**src/hw/rtl/pngcs_pkg.sv**
```systemverilog
`default_nettype none
// ----------------------------------------------------------------------------
// pngcs_pkg: shared types, constants and the CRC function
// Transaction types, chunk codes, scoring weights and the bytewise CRC-32.
// ----------------------------------------------------------------------------
package pngcs_pkg;

  // Input transaction: one byte of the candidate file.
  typedef struct packed {
    logic [7:0] data_byte;
    logic       last_byte;
  } in_t;

  // Result transaction: one per candidate, on its last byte.
  typedef struct packed {
    logic [6:0] score_pct;
    logic [1:0] verdict;
    logic       signature_ok;
    logic       saw_header_chunk;
    logic       saw_data_chunk;
    logic       saw_end_chunk;
    logic       checksum_failed;
  } out_t;

  // Classified byte, queued between the front and the back.
  typedef struct packed {
    logic [7:0] data_byte;
    logic       last_byte;
    logic       crc_init;    // first type byte: restart the CRC
    logic       crc_data;    // type or data byte: fold into the CRC
    logic       crc_stored;  // stored CRC byte: shift into the compare word
    logic       set_ihdr;
    logic       set_idat;
    logic       set_iend;
    logic       chunk_end;   // last stored CRC byte: compare now
    logic       sig_ok;      // meaningful on the last byte only
    logic       size_ok;     // meaningful on the last byte only
  } qent_t;

  // PNG signature.
  localparam logic [7:0] SIG_BYTES [8] = '{
    8'h89, 8'h50, 8'h4E, 8'h47, 8'h0D, 8'h0A, 8'h1A, 8'h0A
  };

  // Chunk type codes.
  localparam logic [31:0] TYPE_IHDR = 32'h4948_4452;
  localparam logic [31:0] TYPE_IDAT = 32'h4944_4154;
  localparam logic [31:0] TYPE_IEND = 32'h4945_4E44;

  // Size window for the size weight.
  localparam logic [31:0] SIZE_MIN_BYTES = 32'd45;
  localparam logic [31:0] SIZE_MAX_BYTES = 32'd104857600;

  // Scoring weights and penalties.
  localparam logic signed [7:0] W_SIGNATURE  = 8'sd20;
  localparam logic signed [7:0] W_END        = 8'sd20;
  localparam logic signed [7:0] P_NO_END     = 8'sd15;
  localparam logic signed [7:0] W_HDR_DATA   = 8'sd25;
  localparam logic signed [7:0] W_HDR_ONLY   = 8'sd15;
  localparam logic signed [7:0] W_CRC_CLEAN  = 8'sd5;
  localparam logic signed [7:0] P_CRC_BAD    = 8'sd15;
  localparam logic signed [7:0] W_SIZE       = 8'sd10;
  localparam logic signed [7:0] W_COMPLETE   = 8'sd20;
  localparam logic signed [7:0] SCORE_CAP    = 8'sd100;
  localparam logic signed [7:0] SCORE_VALID  = 8'sd80;
  localparam logic signed [7:0] SCORE_PARTIAL = 8'sd40;

  // Validation status codes.
  localparam logic [1:0] STATUS_VALID     = 2'd0;
  localparam logic [1:0] STATUS_PARTIAL   = 2'd1;
  localparam logic [1:0] STATUS_CORRUPTED = 2'd2;

  // Reflected CRC-32 polynomial.
  localparam logic [31:0] CRC_POLY = 32'hEDB8_8320;

  // Fold one byte into a reflected CRC-32, one bit per step.
  function automatic logic [31:0] crc_byte(input logic [31:0] crc_in, input logic [7:0] b);
    logic [31:0] c;
    c = crc_in ^ {24'd0, b};
    for (int k = 0; k < 8; k++) begin
      c = c[0] ? ((c >> 1) ^ CRC_POLY) : (c >> 1);
    end
    return c;
  endfunction

endpackage
`default_nettype wire

```
**src/hw/rtl/png_chunk_confidence_scorer_core.sv**
```systemverilog
`default_nettype none
// One byte transaction per cycle is accepted while the two-entry queue has room.
// A result turns valid once its last byte has passed the queue: the edge that
// accepts it writes a queue slot, and the output register loads when it pops.
// Throughput is one byte per cycle while no result is held; the bytewise CRC
// in the back end sets it. Synchronous reset clears the counters, the queue and
// the output valid; every candidate's last byte also resets all candidate state.
// ----------------------------------------------------------------------------
// png_chunk_confidence_scorer_core: PNG chunk confidence scorer
// Walks a carved PNG candidate byte by byte and scores it on its last byte.
// ----------------------------------------------------------------------------
module png_chunk_confidence_scorer_core (
  input  wire logic            clk,
  input  wire logic            rst,
  input  wire logic            byte_valid,
  output logic                 byte_stall,
  input  wire pngcs_pkg::in_t  byte_item,
  output logic                 score_valid,
  input  wire logic            score_stall,
  output pngcs_pkg::out_t      score_item
);

  pngcs_pkg::qent_t entry;
  pngcs_pkg::qent_t q_head;
  logic             push;
  logic             pop;
  logic             q_full;
  logic             q_valid;

  assign byte_stall = q_full;
  assign push       = byte_valid && !byte_stall;

  // Front end: positions and classification.
  pngcs_front u_front (
    .clk   (clk),
    .rst   (rst),
    .item  (byte_item),
    .push  (push),
    .entry (entry)
  );

  // Decoupling queue.
  pngcs_queue u_queue (
    .clk      (clk),
    .rst      (rst),
    .push     (push),
    .wr_entry (entry),
    .pop      (pop),
    .full     (q_full),
    .nonempty (q_valid),
    .head     (q_head)
  );

  // Back end: CRC, flags and scoring.
  pngcs_back u_back (
    .clk     (clk),
    .rst     (rst),
    .q_valid (q_valid),
    .head    (q_head),
    .pop     (pop),
    .valid   (score_valid),
    .stall   (score_stall),
    .result  (score_item)
  );

  // A held result must never be overwritten by the next candidate's last byte.
  a_no_overwrite: assert property (@(posedge clk) disable iff (rst)
    (q_valid && q_head.last_byte && score_valid && score_stall) |-> !pop)
    else $error("last byte popped while a result is still held");

  // The clamped score stays within range.
  a_score_range: assert property (@(posedge clk) disable iff (rst)
    score_valid |-> (score_item.score_pct <= 7'd100))
    else $error("confidence score above 100");

  // Status agrees with the score thresholds.
  a_status_valid: assert property (@(posedge clk) disable iff (rst)
    (score_valid && score_item.verdict == pngcs_pkg::STATUS_VALID)
      |-> (score_item.score_pct >= 7'd80))
    else $error("valid status with a low score");

  a_status_code: assert property (@(posedge clk) disable iff (rst)
    score_valid |-> (score_item.verdict <= pngcs_pkg::STATUS_CORRUPTED))
    else $error("undefined validation status");

endmodule
`default_nettype wire

```
**src/hw/rtl/pngcs_front.sv**
```systemverilog
`default_nettype none
// ----------------------------------------------------------------------------
// pngcs_front: byte position tracking and classification
// Counts bytes, checks the signature and walks chunk boundaries, tagging each
// accepted byte with what the back end has to do with it.
// ----------------------------------------------------------------------------
module pngcs_front (
  input  wire logic            clk,
  input  wire logic            rst,
  input  wire pngcs_pkg::in_t  item,
  input  wire logic            push,
  output pngcs_pkg::qent_t     entry
);

  logic [31:0] cnt;
  logic        sig_match;
  logic [32:0] rel;        // byte offset inside the current chunk
  logic        stopped;
  logic [23:0] len;        // length bytes gathered so far
  logic [32:0] data_end;   // offset of the first stored CRC byte
  logic [32:0] crc_end;    // offset of the last stored CRC byte
  logic [31:0] chunk_type;

  logic        active;
  logic [31:0] cnt_next;
  logic        sig_bad;
  logic        walk;
  logic [31:0] len_full;
  logic        in_len;
  logic        in_type;
  logic        is_end;
  logic [7:0]  b;

  assign b = item.data_byte;

  // Position bookkeeping; the counter saturates and stops the walk there.
  always_comb begin
    active   = (cnt != '1);
    cnt_next = active ? (cnt + 32'd1) : cnt;
    sig_bad  = active && (cnt[31:3] == '0) && (b != pngcs_pkg::SIG_BYTES[cnt[2:0]]);
    walk     = active && !stopped && (cnt[31:3] != '0);
    len_full = (rel == 33'd0) ? {24'd0, b} : {len, b};
    in_len   = walk && (rel[32:2] == '0);
    in_type  = walk && !in_len && (rel[32:3] == '0);
    is_end   = walk && (rel[32:2] != '0) && (rel == crc_end);
  end

  // Classification of the byte for the back end.
  always_comb begin
    entry            = '0;
    entry.data_byte  = b;
    entry.last_byte  = item.last_byte;
    entry.crc_init   = in_type && (rel == 33'd4);
    entry.crc_data   = in_type || (walk && !in_len && !in_type && (rel < data_end));
    entry.crc_stored = walk && !in_len && !in_type && !(rel < data_end);
    entry.set_ihdr   = walk && (rel == 33'd11) && (chunk_type == pngcs_pkg::TYPE_IHDR);
    entry.set_idat   = walk && (rel == 33'd11) && (chunk_type == pngcs_pkg::TYPE_IDAT);
    entry.set_iend   = walk && (rel == 33'd11) && (chunk_type == pngcs_pkg::TYPE_IEND);
    entry.chunk_end  = is_end;
    entry.sig_ok     = sig_match && !sig_bad && (cnt_next[31:3] != '0);
    entry.size_ok    = (cnt_next >= pngcs_pkg::SIZE_MIN_BYTES) &&
                       (cnt_next <= pngcs_pkg::SIZE_MAX_BYTES);
  end

  // Control state; the last byte returns everything to its reset value.
  always_ff @(posedge clk) begin
    if (rst) begin
      cnt       <= '0;
      sig_match <= 1'b1;
      rel       <= '0;
      stopped   <= 1'b0;
    end else if (push) begin
      if (item.last_byte) begin
        cnt       <= '0;
        sig_match <= 1'b1;
        rel       <= '0;
        stopped   <= 1'b0;
      end else begin
        cnt <= cnt_next;
        if (sig_bad) begin
          sig_match <= 1'b0;
        end
        if (walk) begin
          if (is_end) begin
            if (chunk_type == pngcs_pkg::TYPE_IEND) begin
              stopped <= 1'b1;
            end else begin
              rel <= '0;
            end
          end else begin
            rel <= rel + 33'd1;
          end
        end
      end
    end
  end

  // Chunk header fields.
  always_ff @(posedge clk) begin
    if (push && in_len) begin
      len <= len_full[23:0];
      if (rel == 33'd3) begin
        data_end <= {1'b0, len_full} + 33'd8;
        crc_end  <= {1'b0, len_full} + 33'd11;
      end
    end
    if (push && in_type) begin
      chunk_type <= {chunk_type[23:0], b};
    end
  end

endmodule
`default_nettype wire

```
**src/hw/rtl/pngcs_queue.sv**
```systemverilog
`default_nettype none
// ----------------------------------------------------------------------------
// pngcs_queue: two-entry queue between front and back
// Lets the front keep taking bytes while the back waits on the result port.
// ----------------------------------------------------------------------------
module pngcs_queue (
  input  wire logic              clk,
  input  wire logic              rst,
  input  wire logic              push,
  input  wire pngcs_pkg::qent_t  wr_entry,
  input  wire logic              pop,
  output logic                   full,
  output logic                   nonempty,
  output pngcs_pkg::qent_t       head
);

  pngcs_pkg::qent_t slots [2];
  logic             wr_ptr;
  logic             rd_ptr;
  logic [1:0]       count;

  assign full     = (count == 2'd2);
  assign nonempty = (count != 2'd0);
  assign head     = slots[rd_ptr];

  // Pointers and fill level.
  always_ff @(posedge clk) begin
    if (rst) begin
      wr_ptr <= 1'b0;
      rd_ptr <= 1'b0;
      count  <= 2'd0;
    end else begin
      if (push) begin
        wr_ptr <= !wr_ptr;
      end
      if (pop) begin
        rd_ptr <= !rd_ptr;
      end
      if (push && !pop) begin
        count <= count + 2'd1;
      end else if (pop && !push) begin
        count <= count - 2'd1;
      end
    end
  end

  // Entry storage.
  always_ff @(posedge clk) begin
    if (push) begin
      slots[wr_ptr] <= wr_entry;
    end
  end

endmodule
`default_nettype wire

```
**src/hw/rtl/pngcs_back.sv**
```systemverilog
`default_nettype none
// ----------------------------------------------------------------------------
// pngcs_back: CRC, chunk flags and scoring
// Runs the chunk CRC, records the chunks seen and scores the candidate on its
// last byte into an output register.
// ----------------------------------------------------------------------------
module pngcs_back (
  input  wire logic              clk,
  input  wire logic              rst,
  input  wire logic              q_valid,
  input  wire pngcs_pkg::qent_t  head,
  output logic                   pop,
  output logic                   valid,
  input  wire logic              stall,
  output pngcs_pkg::out_t        result
);

  logic [31:0] crc;
  logic [31:0] stored;
  logic        f_ihdr;
  logic        f_idat;
  logic        f_iend;
  logic        f_bad;

  logic [31:0]       crc_next;
  logic [31:0]       stored_next;
  logic              ihdr;
  logic              idat;
  logic              iend;
  logic              bad;
  logic signed [7:0] score;
  logic [6:0]        score_clamped;
  pngcs_pkg::out_t   result_next;

  // A non-last byte never waits; the last one waits for a free output slot.
  assign pop = q_valid && (!head.last_byte || !valid || !stall);

  // Per-byte updates of CRC, compare word and flags.
  always_comb begin
    crc_next    = crc;
    stored_next = stored;
    if (head.crc_data) begin
      crc_next = pngcs_pkg::crc_byte(head.crc_init ? 32'hFFFF_FFFF : crc, head.data_byte);
    end
    if (head.crc_stored) begin
      stored_next = {stored[23:0], head.data_byte};
    end
    ihdr = f_ihdr || head.set_ihdr;
    idat = f_idat || head.set_idat;
    iend = f_iend || head.set_iend;
    bad  = f_bad || (head.chunk_end && ((~crc) != stored_next));
  end

  // Score total, clamp and status.
  always_comb begin
    score = '0;
    if (head.sig_ok) score = score + pngcs_pkg::W_SIGNATURE;
    if (iend) score = score + pngcs_pkg::W_END;
    else      score = score - pngcs_pkg::P_NO_END;
    if (ihdr && idat) score = score + pngcs_pkg::W_HDR_DATA;
    else if (ihdr)    score = score + pngcs_pkg::W_HDR_ONLY;
    if (!bad && (ihdr || iend)) score = score + pngcs_pkg::W_CRC_CLEAN;
    else if (bad)               score = score - pngcs_pkg::P_CRC_BAD;
    if (head.size_ok) score = score + pngcs_pkg::W_SIZE;
    if (ihdr && iend && !bad) score = score + pngcs_pkg::W_COMPLETE;

    if (score < 8'sd0) begin
      score_clamped = '0;
    end else if (score > pngcs_pkg::SCORE_CAP) begin
      score_clamped = pngcs_pkg::SCORE_CAP[6:0];
    end else begin
      score_clamped = score[6:0];
    end

    result_next.score_pct = score_clamped;
    if (score >= pngcs_pkg::SCORE_VALID) begin
      result_next.verdict = pngcs_pkg::STATUS_VALID;
    end else if (score >= pngcs_pkg::SCORE_PARTIAL) begin
      result_next.verdict = pngcs_pkg::STATUS_PARTIAL;
    end else begin
      result_next.verdict = pngcs_pkg::STATUS_CORRUPTED;
    end
    result_next.signature_ok     = head.sig_ok;
    result_next.saw_header_chunk = ihdr;
    result_next.saw_data_chunk   = idat;
    result_next.saw_end_chunk    = iend;
    result_next.checksum_failed  = bad;
  end

  // Candidate state; the last byte returns it to reset values.
  always_ff @(posedge clk) begin
    if (rst) begin
      crc    <= 32'hFFFF_FFFF;
      stored <= '0;
      f_ihdr <= 1'b0;
      f_idat <= 1'b0;
      f_iend <= 1'b0;
      f_bad  <= 1'b0;
    end else if (pop) begin
      if (head.last_byte) begin
        crc    <= 32'hFFFF_FFFF;
        stored <= '0;
        f_ihdr <= 1'b0;
        f_idat <= 1'b0;
        f_iend <= 1'b0;
        f_bad  <= 1'b0;
      end else begin
        crc    <= crc_next;
        stored <= stored_next;
        f_ihdr <= ihdr;
        f_idat <= idat;
        f_iend <= iend;
        f_bad  <= bad;
      end
    end
  end

  // Output register.
  always_ff @(posedge clk) begin
    if (rst) begin
      valid <= 1'b0;
    end else if (pop && head.last_byte) begin
      valid <= 1'b1;
    end else if (!stall) begin
      valid <= 1'b0;
    end
  end

  always_ff @(posedge clk) begin
    if (pop && head.last_byte) begin
      result <= result_next;
    end
  end

endmodule
`default_nettype wire
```
**config.mk**
```make
export PLATFORM = sky130hd
export DESIGN_NAME = png_chunk_confidence_scorer_core
export DESIGN_NICKNAME = d
export VERILOG_FILES = /design/src/hw/rtl/pngcs_pkg.sv /design/src/hw/rtl/png_chunk_confidence_scorer_core.sv /design/src/hw/rtl/pngcs_front.sv /design/src/hw/rtl/pngcs_queue.sv /design/src/hw/rtl/pngcs_back.sv
export SDC_FILE = /design/constraint.sdc
export NUM_CORES = 1
export LEC_CHECK = 0
export BUFFER_PORTS_ARGS = -buffer_cell sky130_fd_sc_hd__buf_4
export CAP_MARGIN = 40
export CORE_MARGIN = 3
export CORE_UTILIZATION = 50
export CTS_CLUSTER_DIAMETER = 40
export CTS_CLUSTER_SIZE = 40
export DETAILED_ROUTE_END_ITERATION = 10
export GPL_TIMING_DRIVEN = 1
export PLACE_DENSITY = 0.74
export SYNTH_ARGS = -nofsm -noshare
export SYNTH_HDL_FRONTEND = slang
export SYNTH_SLANG_ARGS = --single-unit
```
**constraint.sdc**
```tcl
create_clock -name clk -period 7.2 [get_ports clk]
set_clock_uncertainty 0.1 [all_clocks]
set_input_delay 1.08 -clock clk [delete_from_list [all_inputs] [get_ports clk]]
set_output_delay 1.08 -clock clk [all_outputs]
set_load 0.1 [all_outputs]
```
Word level (Yosys, flattened, before mapping)
Memory sizes are Yosys's and may differ from the RTL's. A register that Yosys moved wholly into a read port is not among the register bits. Index checks and enable logic that the tools add are counted.

Add/subtract/negate cells: 14. $mul: 0. Div/mod/pow operators: 0. $lt $le $gt $ge: 8. Equality and inequality tests: 13. Shift-type cells: 0. Multiplexer cells: 50. Bitwise gates (word level): 11. Reductions and logical operators: 74.

Operators by type and width (count): $mux 32 (16); $mux 33 (4); $not 13->14 (8); $eq 32x31->1 const B (3); $mux 8 (9); $add 32x4->33 const B (2); $reduce_bool 29->1 (2); $add 33x1->33 const B (1); $eq 33x2->1 const B (1); $eq 33x3->1 const B (1); $eq 33x33->1 (1); $eq 33x4->1 const B (1); $logic_not 33->1 (1); $lt 33x33->1 (1); $add 32x1->32 const B (1); $ge 32x6->1 const B (1); $le 32x27->1 const B (1); $logic_and 1x1->1 (32); $ne 32x32->1 (1); $ne 32x32->1 const B (1); $not 32->32 (1); $xor 32x8->32 (1); $logic_not 31->1 (1); $reduce_bool 31->1 (1); 29 further kinds (78).

Register bits: 276. Bits in latches: 0. RAM bits: 36. ROM bits: 64. Bits of input ports: 13. Output and inout port bits: 16. Memories kept: 2.

Memory list: (no name shown) (words 8, bits a word 8, rd ports 1, clocked after Yosys merged registers in 0, wr ports 0, RTL line pngcs_front.sv:40) `sig_bad = active && (cnt[31:3] == '0) && (b != pngcs_pkg::SIG_BYTES[cnt[2:0]]);`; u_queue.slots (words 2, bits a word 18, rd ports 1, clocked after Yosys merged registers in 1, wr ports 1, RTL line pngcs_queue.sv:17) `pngcs_pkg::qent_t slots [2];`.

Logic depth before layout (Yosys ltp)
Gate-level depths: netlist of run 1.

Depth after elaboration: 20. Mapped depth: 21. Mapped depth without buffers: 20.

Modules after synthesis
Synthesis of run 1 repeated with hierarchy kept, for this count alone.

Cell total of the unflattened synthesis: 1975. Area, all modules: 18945.7 um^2.

By module, submodules not included: pngcs_front (instances 1, cells each 1169, area an instance 11004.3 um^2, seq. area each 5004.8 um^2); pngcs_back (instances 1, cells each 727, area an instance 6417.4 um^2, seq. area each 1801.7 um^2); pngcs_queue (instances 1, cells each 78, area an instance 1510.2 um^2, seq. area each 1181.1 um^2); png_chunk_confidence_scorer_core (instances 1, cells each 1, area an instance 13.8 um^2, seq. area each 0.0 um^2).

Worst setup path after synthesis of run 1
Ideal clock, no wire load.

Path type: register to register. Start point: register (tool-made name). End point: register u_back.result[5] in the netlist's numbering (data pin). Arrival time: 4.643 ns. Setup slack: 2.196 ns. Stages on the path, launching flop included: 17. Cells stage by stage: dfxtp_1 mux2i_4 buf_6 mux2i_1 xnor2_1 nand4_1 or4_1 o21ai_4 mux2_2 inv_1 ha_1 xnor3_1 a2111oi_2 o22ai_1 a211oi_1 a211o_1 mux2_4.

RTL lines: end signal: assignment (RTL line pngcs_back.sv:131) `result <= result_next;`; end: declaration (RTL line pngcs_back.sv:15) `output pngcs_pkg::out_t result`.

==> impl_metrics.py, run 1 <==
metrics = {
    "yosys": {
        "synthCells": 1806,
        "async_reset_ff_frac": 0,
        "ys_seq_area_frac": 0.458,
        "synthDistinctLibCells": 79,
        "synth_nets": 1871,
        "synth_edf_count": 172,
        "syn_area_sq_um": 17500,
        "syn_avg_cell_area_sq_um": 9.67,
        "ys.flop_type": "edfxtp_1",
        "yosysWarnings": 0,
        "synth-seq-cells": 313,
    },
    "clocking": {
        "holdBufCountCts": 0,
        "cts_resized": 0,
        "cts_buffers": 45,
        "clkSinkCount": 313,
        "cts_root_buf": "clkbuf_16",
        "path_clk_slew_ps": 70,
        "cts_tree": "done",
        "insertion_delay_ps": 590,
        "cts_max_level": 2,
        "cts_buffer_depth": 3,
        "post-cts-setup-buffers": 0,
    },
    "routing": {
        "postRouteAntennaNets": 0,
        "drtIter0Drc": 1111,
        "routed_wl_microns": 42400,
        "remaining_drc_errors": 0,
        "wl_per_cell_microns": 18.5,
        "via_per_inst": 5.88,
        "vias": 13500,
        "drt_first_pass_iters": 6,
    },
    "sta": {
        "fmax_ghz": 0.174,
        "period_share": 0.798,
        "final-hold-violation-count": 0,
        "drv_slew": 0,
        "worstMarginPinSlew_ps": 980,
        "grt_setup_unrepaired": "false",
        "setup_viol": 0,
        "period_needed_ps": 5740,
        "tns_ps": 0,
        "fin_ws_ps": 1460,
        "max-slew-margin-rel": 0.337,
    },
    "setup_path": {
        "required_ps": 7430,
        "slowest_stage": "a211oi_2",
        "path_buf_inv": 2,
        "critPathCaptureType": "flip-flop",
        "cp.arrival_ps": 5980,
        "crit_path_max_fanout": 30,
        "path_class": "flip-flop to flip-flop",
        "cp_cell_sequence": "buf_4, nor2b_1, a211oi_2, inv_1, ha_1, nand2b_1, nor3_1, a41oi_1, o22ai_1, or3_1, o21ai_0, nor2_1, xnor2_1, ha_1, nor4_1, o22ai_1, a211oi_1, a211o_1, mux2_4",
        "critPathLaunchType": "flip-flop",
        "crit_family": "compound AO/OA/AOI/OAI gates",
        "max_stage_delay_ps": 590,
    },
    "die": {
        "initial_core_util": 0.514,
        "fp.dieArea_sq_um": 37200,
        "row_count": 67,
        "design.core.area_sq_um": 34000,
        "die_y_microns": 193,
        "io_pins": 29,
        "die_w_microns": 193,
    },
    "grt": {
        "grt_pass1_wl_microns": 68600,
        "grt_max_degree": 63,
        "grt_pass1_vias": 13100,
        "grt.overflow.total": 0,
        "antenna_found_initial": 0,
        "grt.total_usage": 0.229,
    },
    "place": {
        "place_ws_ps": 1560,
        "portBuffers": 28,
        "gp_congestion": 0.909,
        "dp_hpwl_microns": 29400,
    },
    "cells_and_area": {
        "drive_gt1_frac": 0.0925,
        "num_antenna_cells": 0,
        "multi_input_area_sq_um": 8800,
        "final_common_cell": "nor2_1",
        "layout_common_cells": "nor2_1 (209), edfxtp_1 (172), xnor2_1 (163)",
        "area_growth_pct": 12.7,
        "final_nets": 1876,
        "fillers": 2884,
        "seqCellArea_sq_um": 7990,
    },
    "power": {
        "worst_ir_drop_vdd_mv": 0.420,
        "power_density_nw_per_um2": 434,
        "p_leak_nw": 7.37,
    },
    "min_path": {
        "worstHoldPathType": "flip-flop to flip-flop",
    },
    "run": {
        "max-cap-violations": 0,
    },
    "outcome": {
        "status": "finished clean",
    },
}
-- routing by layer --
metal	vias up	wire, microns	track usage
met4	0	1650	0.100
met5	-	0	0
met1	6459	18300	0.303
met2	457	19900	0.375
met3	93	2520	0.0345
li1	6487	-	-
-- per-stage QoR --
step                      std cells  power (mW)  instance area [sq um]  utilization  hold WS, ps
after floorplan                1806        5.49                  17500            -          317
after global placement         2203        6.15                  18000        0.530          329
after detailed placement       2212        6.29                  18100        0.533          334
after CTS                      2296        8.56                  19700        0.579          352
after global routing           2296        9.04                  19700        0.579          366
final                          2296        8.54                  19700        0.579          351
-- flip-flops by register name, indices dropped and copies added (netlist names), named ones only --
name                count
u_queue.slots          36
u_front.crc_end        33
u_front.data_end       33
u_front.rel            33
u_back.crc             32
u_back.stored          32
u_front.chunk_type     32
u_front.cnt            32
u_front.len            24
u_back.result          14
u_queue.count           2
u_back.f_bad            1
u_back.f_idat           1
u_back.f_iend           1
u_back.f_ihdr           1
u_back.valid            1
u_front.sig_match       1
u_front.stopped         1
u_queue.rd_ptr          1
u_queue.wr_ptr          1
-- path summary, 6_finish.rpt --
kind,start,endpoint,slack [ps],cells after the start
setup reg to reg,flip-flop,u_back.result[5],1460,19
hold / removal,u_front.chunk_type[17],u_front.chunk_type[25],350,0
hold reg to reg,u_front.chunk_type[17],u_front.chunk_type[25],350,0
setup / recovery,flip-flop,u_back.result[5],1460,19
-- layout make-up --
class                      instances  area share
multi-input combinational       1317       0.447
timing repair buffer              52      0.0223
clock buffer                      51      0.0611
tap                              448      0.0285
sequential                       313       0.406
inverter                          82      0.0156
clock inverter                    33      0.0191
-- synth_stat cells (9+ instances only) --
master    number  area, sq um
mux2_2        12          135
nand2b_1      43          269
nand4_1       51          319
xor2_1        99          867
a22oi_1       42          315
nor3_1        40          200
and3_1        35          219
nor2b_1       19          119
xnor2_1      163         1430
inv_1         81          304
clkbuf_1      80          300
a221oi_1       9         78.8
ha_1          52          651
a21oi_1       64          320
nor2_1       211          792
o22ai_1       32          200
nand2_1       88          330
or3_1         25          156
nand3_1       56          280
a21o_1        15          113
mux2i_1       34          340
edfxtp_1     172         5160
and2_1        12         75.1
a211oi_1      10         75.1
nor4_1        35          219
dfxtp_1      141         2820
a31oi_1        9         56.3
o21ai_0       66          330
-- logic make-up after synthesis --
| kind of cell | share of synthesized area |
|---|---|
| muxes | 0.0294 |
| AOI/OAI and AO/OA | 0.112 |
| adders and majority gates | 0.0373 |
| buffers and inverters | 0.0391 |
| DFF | 0.458 |
| xor gates and xnor gates | 0.135 |
| and+or+nand+nor | 0.190 |
-- worst reg2reg max path, stage by stage (launching register included) --
cell and delay, ps:
dfxtp_1 400, buf_4 350, nor2b_1 110, a211oi_2 590, inv_1 260, ha_1 370
nand2b_1 200, nor3_1 70, a41oi_1 190, o22ai_1 170, or3_1 390, o21ai_0 540
nor2_1 150, xnor2_1 180, ha_1 280, nor4_1 300, o22ai_1 120, a211oi_1 250
a211o_1 180, mux2_4 310
-- power breakdown --
group	leakage [nW]	internal [mW]	switching (mW)	total [mW]
Sequential	2.73	2.13	0.167	2.30
Combinational	3.89	1.59	2.42	4.01
Clock	0.750	1.27	0.962	2.23
Power figures use the tool's default switching activity.
==> run 2: changes to the inputs <==
==> constraint.sdc (replaced) <==
create_clock -name clk -period 5.4 [get_ports clk]
set_clock_uncertainty 0.1 [all_clocks]
set_input_delay 0.81 -clock clk [delete_from_list [all_inputs] [get_ports clk]]
set_output_delay 0.81 -clock clk [all_outputs]
set_load 0.1 [all_outputs]
==> run 2 against run 1 <==
Against the previous run: critical path depth decreased by 3; register-to-register slack worse by 1200 ps; via count rose by 0.91%; flip-flop and latch count did not move; largest power group unchanged.
==> impl_metrics.py, run 2 (synthesis results as in run 1) <==
metrics = {
    "sta": {
        "whs_ps": 347,
        "drv_slew": 0,
        "worstMarginPinSlew_ps": 849,
        "fmax_ghz": 0.193,
        "tns_ps": 0,
        "setup_viol": 0,
        "period_needed_ps": 5170,
        "final-hold-violation-count": 0,
        "grt_setup_unrepaired": "false",
        "max-slew-margin-rel": 0.430,
        "period_share": 0.958,
    },
    "die": {
        "initial_core_util": 0.514,
        "io_pins": 29,
        "fp.dieArea_sq_um": 37200,
        "row_count": 67,
        "design.core.area_sq_um": 34000,
        "die_y_microns": 193,
        "die_w_microns": 193,
    },
    "cells_and_area": {
        "layout_common_cells": "nor2_1 (209), edfxtp_1 (172), xnor2_1 (162)",
        "final_util": 0.590,
        "fillers": 2785,
        "drive_gt1_frac": 0.109,
        "regMostFlops": "u_queue.slots",
        "final_nets": 1892,
        "final_common_cell": "nor2_1",
        "area_growth_pct": 14.8,
        "design_area_sq_um": 20000,
        "num_antenna_cells": 0,
        "largest_reg_flops": 36,
    },
    "min_path": {
        "worstHoldPathType": "flip-flop to flip-flop",
        "whs_path_depth": 0,
        "hold_end": "u_front.chunk_type[30]",
        "hold_start": "u_front.chunk_type[22]",
    },
    "clocking": {
        "insertion_delay_ps": 590,
        "holdBufCountCts": 0,
        "clkSinkCount": 313,
        "cts_root_buf": "clkbuf_16",
        "cts_tree": "done",
        "cts_buffers": 47,
        "path_clk_slew_ps": 70,
        "cts_max_level": 2,
        "cts_buffer_depth": 3,
    },
    "setup_path": {
        "slowest_stage": "or4_4",
        "critPathCaptureType": "flip-flop",
        "cp.arrival_ps": 5400,
        "cp_cell_sequence": "mux2i_4, buf_12, mux2i_1, xnor2_1, nand4_1, or4_4, o21ai_4, mux2_2, inv_2, ha_2, xnor3_1, a2111oi_4, o22ai_1, a211oi_1, a211o_1, mux2_4",
        "max_stage_delay_ps": 600,
        "r2r_slack_ps": 230,
        "critPathLaunchType": "flip-flop",
        "path_class": "flip-flop to flip-flop",
        "crit_path_max_fanout": 18,
        "r2r-end": "u_back.result[5]",
        "required_ps": 5620,
        "rr_worst_depth": 16,
    },
    "power": {
        "power_mw": 12.0,
        "p_seq_frac": 0.256,
        "combPwrFrac": 0.469,
        "worst_ir_drop_vdd_mv": 0.732,
        "power.switching_mw": 4.93,
        "clock_power_share": 0.275,
        "p_sw_frac": 0.411,
        "p_leak_nw": 7.56,
        "power_density_nw_per_um2": 599,
        "intPower_mw": 7.07,
    },
    "grt": {
        "grt.overflow.total": 0,
        "grt_pass1_wl_microns": 69100,
        "grt_max_degree": 67,
        "antenna_found_initial": 0,
        "grt_pass1_vias": 13100,
        "grt.total_usage": 0.233,
    },
    "routing": {
        "routed_wl_microns": 43000,
        "remaining_drc_errors": 0,
        "via_per_inst": 5.89,
        "postRouteAntennaNets": 0,
        "vias": 13600,
        "drtIter0Drc": 1119,
        "wl_per_cell_microns": 18.6,
        "drt_first_pass_iters": 5,
    },
    "run": {
        "max-cap-violations": 0,
    },
    "place": {
        "dp_hpwl_microns": 29700,
        "place_area_sq_um": 18200,
        "portBuffers": 28,
        "gp_congestion": 0.930,
    },
    "outcome": {
        "status": "finished clean",
    },
}
run 2: cell count changes in the layout (fill, tap and decap cells not counted), sizes merged:
cell,previous run,this run
buf,51,63
bufinv,0,4
clkdlybuf4s15,1,0
clkdlybuf4s18,0,1
clkinv,14,12
clkinvlp,6,3
inv,95,102
run 2: worst max-delay path by stage:
stage / endpoint / slack [ps] / depth (start not counted)
finish: u_back.result[5] / 230 / 16
global route: u_back.result[5] / 20 / 16
CTS: u_back.result[5] / 20 / 16
detailed placement: u_back.result[5] / 20 / 16
global placement: u_back.result[5] / 170 / 16
floorplan: u_back.result[5] / 400 / 16
run 2: per-layer routing:
metal	vias up	wire length [microns]	track usage
li1	6513	-	-
met2	423	20500	0.386
met4	0	1430	0.0975
met1	6590	18900	0.306
met3	93	2270	0.0338
met5	-	0	0
run 2: power by group through the flow:
| stage | clock [mW] | combinational [mW] | sequential (mW) |
|---|---|---|---|
| floorplan | 0 | 3.94 | 3.37 |
| global placement | 0 | 5.14 | 3.11 |
| detailed placement | 0 | 5.36 | 3.11 |
| CTS | 3.37 | 5.41 | 3.06 |
| global route | 3.48 | 6.06 | 3.08 |
| finish | 3.31 | 5.63 | 3.07 |
run 2: worst max-delay path, delay by kind of cell, from the launching register on:
family / cells / cell delay [ps]
adder cells (fa/ha/maj): 1 / 220
buffers and inverters: 2 / 320
flip-flops: 1 / 370
AND/OR/NAND/NOR: 2 / 750
multiplexers: 4 / 1270
AO/OA/AOI/OAI: 5 / 1260
XOR/XNOR: 2 / 600
run 2: stage by stage:
stage               setup slack, ps  instances
finish                          227       2314
global route                   18.1       2314
CTS                            16.6       2308
detailed placement             21.2       2220
global placement                165       2213
floorplan                       396       1806
run 2: area by class of cell:
| type | count | area (sq um) | share of cell area |
|---|---|---|---|
| clock inverters | 39 | 546 | 0.0272 |
| clock buffers | 49 | 1200 | 0.0601 |
| inverters | 82 | 308 | 0.0154 |
| repair buffers | 66 | 566 | 0.0282 |
| multi-input cells | 1317 | 8870 | 0.442 |
| flip-flops and latches | 313 | 7990 | 0.399 |
| well taps | 448 | 561 | 0.0280 |
run 2: what timing repair did:
action,4_1_cts,5_1_grt
endpoints found under the setup margin,1,8
pin swaps,0,1
resized for setup,1,15
cloned,0,1
buffers inserted,0,4
